==> src/hdl/rpd_pkg.sv <==
// Package for the PCX run-length palette decoder: palette sizing, input function
// codes, the command word passed from front end to back end, and index range check.
// No dependencies.
package rpd_pkg;

    localparam int PAL_ENTRIES = 256;
    localparam int PAL_IDX_W   = $clog2(PAL_ENTRIES);
    localparam int CODE_W      = 8;
    localparam int CNT_W       = 6;
    localparam int COLOR_W     = 24;

    localparam logic [1:0] RUN_MARK   = 2'b11;
    localparam logic       FUNC_WRITE = 1'b0;
    localparam logic       FUNC_PIXEL = 1'b1;

    typedef struct packed {
        logic               is_write;
        logic [CODE_W-1:0]  index;
        logic [COLOR_W-1:0] color;
        logic [CNT_W-1:0]   count;
    } rpd_cmd_t;

    function automatic logic idx_in_range(input logic [CODE_W-1:0] idx);
        idx_in_range = ({1'b0, idx} < (CODE_W + 1)'(PAL_ENTRIES));
    endfunction

endpackage

==> src/hdl/rpd_cmd_fifo.sv <==
// Two-entry command queue between front end and back end.
// Depends on rpd_pkg.
module rpd_cmd_fifo
    import rpd_pkg::*;
(
    input  logic     clk,
    input  logic     rst_n,
    input  logic     in_push,
    input  rpd_cmd_t in_cmd,
    output logic     full,
    output logic     out_valid,
    output rpd_cmd_t out_cmd,
    input  logic     out_pop
);

    rpd_cmd_t   slot_reg [2];
    logic       wr_ptr_reg;
    logic       rd_ptr_reg;
    logic [1:0] count_reg;
    logic       do_push;
    logic       do_pop;

    assign full      = (count_reg == 2'd2);
    assign out_valid = (count_reg != 2'd0);
    assign out_cmd   = slot_reg[rd_ptr_reg];
    assign do_push   = in_push && !full;
    assign do_pop    = out_pop && out_valid;

    always_ff @(posedge clk)
    begin
        if (do_push)
        begin
            slot_reg[wr_ptr_reg] <= in_cmd;
        end
    end

    always_ff @(posedge clk or negedge rst_n)
    begin
        if (!rst_n)
        begin
            wr_ptr_reg <= 1'b0;
            rd_ptr_reg <= 1'b0;
            count_reg  <= 2'd0;
        end
        else
        begin
            if (do_push)
            begin
                wr_ptr_reg <= !wr_ptr_reg;
            end
            if (do_pop)
            begin
                rd_ptr_reg <= !rd_ptr_reg;
            end
            if (do_push && !do_pop)
            begin
                count_reg <= count_reg + 2'd1;
            end
            else if (do_pop && !do_push)
            begin
                count_reg <= count_reg - 2'd1;
            end
        end
    end

endmodule

==> config.mk <==
export PLATFORM = sky130hd
export DESIGN_NAME = rpd_cmd_fifo
export DESIGN_NICKNAME = d
export VERILOG_FILES = /design/src/hdl/rpd_pkg.sv /design/src/hdl/rpd_cmd_fifo.sv
export SDC_FILE = /design/constraint.sdc
export NUM_CORES = 1
export LEC_CHECK = 0
export ABC_CLOCK_PERIOD_IN_PS = 3000
export BUFFER_PORTS_ARGS = -buffer_cell sky130_fd_sc_hd__buf_4
export CELL_PAD_IN_SITES_DETAIL_PLACEMENT = 2
export CELL_PAD_IN_SITES_GLOBAL_PLACEMENT = 2
export CORE_ASPECT_RATIO = 2
export CORE_MARGIN = 10
export CORE_UTILIZATION = 34
export CTS_CLUSTER_SIZE = 25
export DETAILED_ROUTE_END_ITERATION = 12
export PLACE_DENSITY = 0.71
export SYNTH_ARGS = -nofsm -noshare
export SYNTH_HDL_FRONTEND = slang
export SYNTH_SLANG_ARGS = --single-unit
export TNS_END_PERCENT = 50
==> constraint.sdc <==
create_clock -name clk -period 3 [get_ports clk]
set_clock_uncertainty 0.05 [all_clocks]
set_input_delay 0.6 -clock clk [delete_from_list [all_inputs] [get_ports clk]]
set_output_delay 0.6 -clock clk [all_outputs]
set_load 0.03 [all_outputs]
---- Word level (Yosys, flattened, before mapping) ----
Memories as Yosys holds them, arrays and structs flattened.
Index checks and enable logic that the tools add are counted.
word-level totals
  register bits after elaboration ......... 4
  memory bits (writable) .................. 78
  input bits .............................. 43
  output and inout bits ................... 41
  logic and storage cells ................. 22
  memories kept ........................... 1
cells by class
  $add $sub $neg .......................... 2
  eq/ne operators ......................... 1
  muxes and demuxes ....................... 4
  reductions and logical operators ........ 11
memories
  memory    words  width  rd ports  clocked after memory_dff  wr ports  RTL line            text
  slot_reg  2      39     1         0                         1         rpd_cmd_fifo.sv:16  rpd_cmd_t slot_reg [2];
operators by type and width
  kind                                               count
  logical NOT 1 bit                                  5
  logical AND 1 bit                                  4
  two-way mux 2 bit                                  2
  nonzero test 2 bit                                 2
  adder 2 x 1 -> 2 bit (second input constant)       1
  equality test 2 bit (second input constant)        1
  two-way mux 1 bit                                  2
  subtractor 2 x 1 -> 2 bit (second input constant)  1

---- Depth between registers and ports, before layout ----
  word-level depth ........................ 7
  gate-level depth with buffers ........... 7
  gate-level depth less buffers ........... 7

---- Worst setup path before layout ----
Ideal clock, no wire load.
  path kind ............................... input port to flip-flop
  start point ............................. input port in_push
  end point ............................... memory slot_reg[0][0] in the netlist's numbering (enable)
  library setup time ...................... 435 ps
  arrival ................................. 2332 ps
  required time ........................... 2515 ps
  slack ................................... 182 ps
  stages .................................. 2
  path buffers ............................ 0
  cells stage by stage .................... nand2_1 nor2_1
between the ends
  longest elaborated chain between the ends .. 3
RTL lines
  element                                  RTL line            text
  from (decl)                              rpd_cmd_fifo.sv:8   input logic in_push,
  logical AND 1 bit                        rpd_cmd_fifo.sv:26  assign do_push = in_push && !full;
  two-way mux 1 bit                        rpd_cmd_fifo.sv:31  if (do_push)
  two-way mux 1 bit (not written as such)  rpd_cmd_fifo.sv:33  slot_reg[wr_ptr_reg] <= in_cmd;
  to (decl)                                rpd_cmd_fifo.sv:16
No other way between the ends.

==> results.ini <==
[clock_network]
clockBufferDepth=2
clk_latency_ps=320
cts_resized=0
numClockSinks=82
cts_tree=yes
root_buffer=clkbuf_16
clk_pin_slew_ps=60
h-tree-depth=3
cts_made_buffers=9

[layout]
final_cell_mix=87 x buf_4, 78 x edfxtp_1, 39 x mux2_2
largest_reg_flops=78
final_common_cell=buf_4
instances_no_fill=341
layout.nets=280
syn_to_final_growth_pct=34.9
drive_gt1_share_pct=59.8
n_antenna_cell=0

[floorplan]
rows=48
io_pins=84
die_y_um=153
coreArea_mm2=0.00865
die_w_um=86.7
initial_utilization_pct=35.0
die-area_mm2=0.0133

[drt]
drt_iter0_drc=38
vias=1571
routed_wl_um=6980
route.detailed.drc=0
drtPass1Iterations=5
drt-wirelength-per-cell_um=20.5
drtAntennaViolNets=0
viasPerCell=4.61

[sta]
hold_viol_final=0
finalMaxSlewViolations=0
finalSetupTns_ps=0
setup_viol=0
slew_headroom_pct=55.8
tightest_slew_ps=662
fin_crit_ps=2510
timing.fmax_mhz=398
period_share_pct=83.7
rsz0062_at_grt=no

[setup_path]
crit_fanout=23
crit_path_end_kind=output pin
cp-start-kind=flip-flop
arrival_ps=1860
critPathKind=reg -> out
cp.required_ps=2350

[global_routing]
grt_pass1_wl_um=11000
grt_max_degree=25
antenna_found_initial=0
grt.total_usage_pct=11.1
first_global_vias=1912
overflow=0

[logic_synthesis]
synth.distinct_cells=14
ys_seq_area_share_pct=80.7
syn-instance-count=140
syn_nets=184
yosysWarningCount=0
synth_area_mm2=0.00303
ys_seq_elements=82
avgSynthCellArea_um2=21.6

[power]
powerDensity_mw_per_mm2=1070
vdd_drop_max_v=0.000453
p_leak_uw=0.00155

[placement]
place_hpwl_um=5200
dp_cells=324
gp_congestion=0.703
portBuffers=83

[status]
run_status=completed

[run]
cap_violations=0

[min_path]
worstHoldPathType=in -> reg

## worst max-delay path: stages (launching register included)
cell     delay, ps
dfrtp_2        700
buf_4          300
mux2_2         360
buf_4          170
## Yosys cell counts
| master | instances | area [µm²] |
|---|---|---|
| xor2_1 | 2 | 17.5 |
| ha_1 | 1 | 12.5 |
| edfxtp_1 | 78 | 2340 |
| buf_6 | 4 | 45.0 |
| or2_1 | 1 | 6.26 |
| and3_1 | 1 | 6.26 |
| nor2_1 | 2 | 7.51 |
| inv_1 | 2 | 7.51 |
| nand2_2 | 1 | 6.26 |
| nand2b_1 | 1 | 6.26 |
| mux2_2 | 39 | 439 |
| nand2_1 | 1 | 3.75 |
| dfrtp_1 | 4 | 100 |
| xnor2_1 | 3 | 26.3 |
## through the flow
step                      hold slack [ps]  power (µW)  util (%)  cell area (µm²)  setup WS (ps)
after floorplan                       254        2800         -             3030            182
after global placement                352        3400      43.8             3790            789
after detailed placement              350        3440      43.8             3790            784
after CTS                             397        4470      47.2             4080            430
after global routing                  395        4600      47.2             4080            368
final                                 409        4380      47.2             4080            489
## what timing repair did
item                                   CTS  global route
hold buffers                             1             0
endpoints found under the hold margin    1             0
setup buffers                            0             0
## kinds of logic after synthesis
group	count (synthesis)	share of synthesized area, %
flip-flops	82	80.7
multiplexers	39	14.5
AND/OR/NAND/NOR	7	1.20
buffers and inverters	6	1.74
XOR/XNOR	5	1.45
adder cells (fa/ha/maj)	1	0.413
## report_power, final
part	switching (µW)	internal (µW)
sequential	136	1570
combinational	973	686
clock	396	621
## final timing paths
check / startpoint / endpoint / slack [ps] / cells past startpoint
worst max register to register: count_reg[0] / slot_reg[0][0] / 1090 / 4
worst min register to register: count_reg[1] / count_reg[1] / 450 / 1
worst min-delay path: in_cmd[22] / slot_reg[1][22] / 410 / 1
worst max-delay path: rd_ptr_reg / out_cmd[8] / 490 / 3
min in group asynchronous: rst_n / count_reg[1] / 560 / 2
max in group asynchronous: rst_n / rd_ptr_reg / 2230 / 2
## layout make-up
type | instances | area (µm²)
repair buffers | 89 | 683
flip-flops and latches | 82 | 2440
well taps | 100 | 125
fillers | 816 | 4570
inverters | 2 | 7.51
clock buffers | 13 | 270
clock inverters | 3 | 12.5
multi-input cells | 52 | 541
## routing by layer
| metal | global-route usage (%) | wire, µm | up-vias |
|---|---|---|---|
| met4 | 5.35 | 135 | 0 |
| li1 | - | - | 735 |
| met5 | 0 | 0 | - |
| met2 | 20.2 | 4170 | 46 |
| met1 | 10.6 | 2300 | 780 |
| met3 | 3.30 | 375 | 10 |
Note: power is estimated with default switching activity, not from simulation.
