$ cat config.mk
export PLATFORM = sky130hd
export DESIGN_NAME = rpd_front
export DESIGN_NICKNAME = d
export VERILOG_FILES = /design/src/hdl/rpd_pkg.sv /design/src/hdl/rpd_front.sv
export SDC_FILE = /design/constraint.sdc
export NUM_CORES = 1
export LEC_CHECK = 0
export BUFFER_PORTS_ARGS = -buffer_cell sky130_fd_sc_hd__buf_2
export CAP_MARGIN = 20
export CORE_MARGIN = 5
export CORE_UTILIZATION = 33
export CTS_CLUSTER_SIZE = 20
export DETAILED_ROUTE_END_ITERATION = 6
export GPL_TIMING_DRIVEN = 0
export PLACE_DENSITY_LB_ADDON = 0.25
export SLEW_MARGIN = 30
export SYNTH_ARGS = -nofsm -noshare
export SYNTH_HDL_FRONTEND = slang
export SYNTH_SLANG_ARGS = --single-unit
$ cat constraint.sdc
create_clock -name clk -period 3.5 [get_ports clk]
set_clock_uncertainty 0.05 [all_clocks]
set_input_delay 0.525 -clock clk [delete_from_list [all_inputs] [get_ports clk]]
set_output_delay 0.525 -clock clk [all_outputs]
set_load 0.005 [all_outputs]
$ cat src/hdl/rpd_pkg.sv
// Package for the PCX run-length palette decoder: palette sizing, input function
// codes, the command word passed from front end to back end, and index range check.
// No dependencies.
package rpd_pkg;

    localparam int PAL_ENTRIES = 256;
    localparam int PAL_IDX_W   = $clog2(PAL_ENTRIES);
    localparam int CODE_W      = 8;
    localparam int CNT_W       = 6;
    localparam int COLOR_W     = 24;

    localparam logic [1:0] RUN_MARK   = 2'b11;
    localparam logic       FUNC_WRITE = 1'b0;
    localparam logic       FUNC_PIXEL = 1'b1;

    typedef struct packed {
        logic               is_write;
        logic [CODE_W-1:0]  index;
        logic [COLOR_W-1:0] color;
        logic [CNT_W-1:0]   count;
    } rpd_cmd_t;

    function automatic logic idx_in_range(input logic [CODE_W-1:0] idx);
        idx_in_range = ({1'b0, idx} < (CODE_W + 1)'(PAL_ENTRIES));
    endfunction

endpackage

$ cat src/hdl/rpd_front.sv
// Front end: accepts input transactions, tracks a pending run code and turns literal bytes,
// the index bytes of non-empty runs and in-range palette writes into commands. Depends on rpd_pkg.
module rpd_front
    import rpd_pkg::*;
(
    input  logic               clk,
    input  logic               rst_n,
    input  logic               push,
    output logic               full,
    input  logic               func,
    input  logic [CODE_W-1:0]  code_byte,
    input  logic [CODE_W-1:0]  entry_index,
    input  logic [COLOR_W-1:0] entry_color,
    output logic               cmd_push,
    output rpd_cmd_t           cmd,
    input  logic               cmd_full
);

    logic             run_pending_reg;
    logic [CNT_W-1:0] run_length_reg;
    logic             accept;
    logic             is_mark;

    assign full    = cmd_full;
    assign accept  = push && !cmd_full;
    assign is_mark = (code_byte[CODE_W-1:CODE_W-2] == RUN_MARK);

    always_comb
    begin
        cmd.is_write = (func == FUNC_WRITE);
        cmd.color    = entry_color;
        if (func == FUNC_WRITE)
        begin
            cmd.index = entry_index;
            cmd.count = '0;
            cmd_push  = accept && idx_in_range(entry_index);
        end
        else
        begin
            cmd.index = code_byte;
            if (run_pending_reg)
            begin
                cmd.count = run_length_reg;
                cmd_push  = accept && (run_length_reg != '0);
            end
            else
            begin
                cmd.count = CNT_W'(1);
                cmd_push  = accept && !is_mark;
            end
        end
    end

    // arm a run on a run code, drop it once its index byte arrives
    always_ff @(posedge clk or negedge rst_n)
    begin
        if (!rst_n)
        begin
            run_pending_reg <= 1'b0;
            run_length_reg  <= '0;
        end
        else if (accept && (func == FUNC_PIXEL))
        begin
            if (run_pending_reg)
            begin
                run_pending_reg <= 1'b0;
                run_length_reg  <= '0;
            end
            else if (is_mark)
            begin
                run_pending_reg <= 1'b1;
                run_length_reg  <= code_byte[CNT_W-1:0];
            end
        end
    end

endmodule

### Word-level counts from Yosys, hierarchy flattened

Index checks and enable logic that the tools add are counted.

* register bits after elaboration: 7
* bits of input ports: 45
* output and inout bits: 41

* equal/unequal tests: 1
* multiplexer cells: 9
* bitwise operators: 1
* reduce and logical (&&, ||, !) cells: 9

Operator list (number)
* two-way mux 6 bit: 4
* two-way mux 8 bit: 1
* nonzero test 6 bit: 1
* logical AND 1 bit: 4
* two-way mux 1 bit: 4
* == test 2 bit (second input constant): 1
* logical NOT 1 bit: 2
* AND reduction 2 bit: 1
* nonzero test 2 bit: 1
* inverter 1 bit: 1

### Depth between registers and ports, before layout

* depth in word-level cells: 5
* depth in mapped cells: 5
* depth with buffers taken out: 3

### Worst setup path after synthesis

OpenSTA, ideal clock, no wires.

* kind: flip-flop to output port
* start point: register run_length_reg[4]
* end point: output port cmd_push
* arrival time: 1.152 ns
* required time: 2.925 ns
* path slack: 1.773 ns
* stages on the path, launching flop included: 4
* path buffers: 0
* cells stage by stage: dfrtp_1 -> or4_1 -> o31ai_1 -> a21oi_1

* word-level cells in the longest chain between the ends: 4

RTL lines
* start: declaration: RTL line rpd_front.sv:20 `logic [CNT_W-1:0] run_length_reg;`
* start signal: assignment: RTL line rpd_front.sv:72 `run_length_reg <= code_byte[CNT_W-1:0];`
* nonzero test 6 bit: RTL line rpd_front.sv:44 `cmd_push = accept && (run_length_reg != '0);`
* logical AND 1 bit: RTL line rpd_front.sv:44
* two-way mux 1 bit: RTL line rpd_front.sv:41 `if (run_pending_reg)`
* two-way mux 1 bit: RTL line rpd_front.sv:32 `if (func == FUNC_WRITE)`
* end: declaration: RTL line rpd_front.sv:14 `output logic cmd_push,`

Every way passes these cells.

### Worst setup path in the final report

Same ends and word-level chain as after synthesis.

==> metrics <==
Vias/cell=4.304; post-synthesis cell type count=18; Worst path slowest cell=or4_1; drt total wl=1.787 mm; Pre-antenna DRT Iters=4; Worst EP arrival=1.61 ns; Buffers on Ports=60; commonest non-fill, non-tap cells in the layout=buf_2 (62), buf_4 (25), mux2_2 (8), dfrtp_1 (7), a22o_1 (6); Worst Path Buf+Inv=1; Leak=0.0006147 uW; vias=680; GP Congestion=0.7365; vias in the first global route=552; first-pass GRT wire length=2.270 mm; CTS buffer count=3; met1 WL=629 um; Sequential Power Share=37.9%; total global-route track usage=10.14%; Worst setup EP type=output port; Post-route DRC=0; max reg flops=6; number of setup violations in the final report=0; crit share post-route=62.33%; status=completed; worst min path class=in2async; Layout area overhead=55.38%; pwr/cell area=283.0 mW/mm^2; setup TNS=0 ns; internal power=209.6 uW; flops & latches, synth=7; max layer used=met3; # nets final=177; final global-route overflow total=0; post-cts sizing count=0; Setup CP Type=reg2out; R2R depth=3; Setup crit start kind=flop; Post-DP HPWL=1.586 mm; crit-path max cell delay=0.54 ns; starting utilization of the core area=33.85%; Mapped Cells=67; Switching Fraction=26.75%; layout cells sized above 1=76.34%; unrepaired setup endpoints after global routing=false; met2 WL=922 um; Fmax=458.4 MHz; worst path cell trace=or4_1, o31ai_1, a21oi_1, buf_2; IO Pins=86; placed cell area=984.7 um^2; sequential area share after synthesis=26.92%; fin crit period=2.181 ns; # diodes=0; commonest non-fill, non-tap cell in the layout=buf_2; CORE AREA=0.001922 mm^2; crit-path max FO=3; Site Rows=16; r2r setup slk=2.15 ns; clock sinks=7; Final Hold Fails=0; combinational fraction of design power=36.9%; met3 wire length=234 um; pin count of the biggest net entering global routing=11; CTS Root Cell=clkbuf_4; Initial DRC Count=7; H-Tree Depth=1; Warnings, synthesis=0; Max VDD drop=0.1707 mV; Mapped Area=650.6 um^2; ANT nets after route=0; syn_area_per_cell=9.711 um^2; die height=54.40 um; clock group share of total power=25.3%; Setup Buffers After CTS=0; WL/cell=11.31 um; cell area after layout=0.001011 mm^2; cts hold-fix bufs=0; Max-Cap Viols=0; TritonCTS clock tree=done; Net Sw Power=76.54 uW; initial antenna violation count=0; final slew viol count=0; Syn Nets=112; Req. time, crit path=2.92 ns; Die X=54.40 um; slew margin rel.=69.78%; Die Area=0.002959 mm^2; CP top delay family=simple AND/OR/NAND/NOR gates; Slew @ Worst Pin=0.4517 ns; Critical Path Stages=4; final core occ=52.60%; Worst-path clk slew=0.05 ns; clock latency on the worst-skew pair=0.24 ns; CTS Buffer Depth=2
Yosys cell counts:
library cell / count / area, um^2
buf_2: 2 / 10.01
and2_1: 1 / 6.260
dfrtp_1: 7 / 175.2
buf_4: 25 / 187.7
nand2b_1: 2 / 12.51
or4_1: 1 / 7.510
nand3b_4: 1 / 20.02
o31ai_1: 1 / 7.510
a21o_1: 1 / 7.510
buf_6: 1 / 11.26
nand3b_1: 1 / 7.510
mux2_2: 8 / 90.09
and3_1: 5 / 31.28
inv_1: 1 / 3.750
a21oi_1: 2 / 10.01
a22o_1: 6 / 52.55
nor2_1: 1 / 3.750
or2_0: 1 / 6.260
power groups by stage:
| stage | Combinational [uW] | Clock (uW) | Sequential, uW |
|---|---|---|---|
| 2_1_floorplan | 64.0 | 0 | 106 |
| 3_3_place_gp | 105 | 0 | 109 |
| 3_5_place_dp | 107 | 0 | 110 |
| 4_1_cts | 107 | 73.4 | 108 |
| 5_1_grt | 117 | 79.3 | 111 |
| 6_report | 105 | 72.3 | 108 |
final timing paths:
kind | endpoint | from
min in group clk | run_length_reg[0] | run_length_reg[0]
worst max register to register | run_length_reg[0] | run_pending_reg
worst min register to register | run_length_reg[0] | run_length_reg[0]
worst min-delay path | run_length_reg[1] | rst_n
max in group asynchronous | run_length_reg[5] | rst_n
worst max-delay path | cmd_push | run_length_reg[4]
per-layer routing:
metal / global-route usage (%) / up-vias
li1: - / 335
met1: 13.32 / 297
met2: 17.73 / 48
met3: 1.635 / 0
met4: 1.245 / 0
met5: 0 / -
metrics by stage:
| stage | worst slack, ns | power (uW) | hold slack [ns] | std cells |
|---|---|---|---|---|
| final | 1.319 | 286.1 | 0.05362 | 158 |
| after global routing | 1.262 | 307.7 | 0.05739 | 158 |
| after CTS | 1.307 | 289.4 | 0.05878 | 158 |
| after detailed placement | 1.580 | 217.1 | 0.3187 | 154 |
| after global placement | 1.563 | 214.6 | 0.3132 | 154 |
| after floorplan | 1.773 | 170.0 | 0.1794 | 67 |
cells by family after synthesis:
family | count (synthesis) | synth area share (%)
AOI/OAI and AO/OA | 10 | 11.92
DFF | 7 | 26.92
muxes | 8 | 13.85
and+or+nand+nor | 13 | 14.62
buffers and inverters | 29 | 32.69
layout make-up:
class | instances | area, um^2
Inverter | 1 | 3.754
Sequential cell | 7 | 175.2
Timing Repair Buffer | 60 | 300.3
Buffer | 28 | 209.0
Clock buffer | 4 | 26.28
Tap cell | 27 | 33.78
Fill cell | 187 | 910.9
Multi-Input combinational cell | 31 | 262.8
Note: power is estimated with default switching activity, not from simulation.
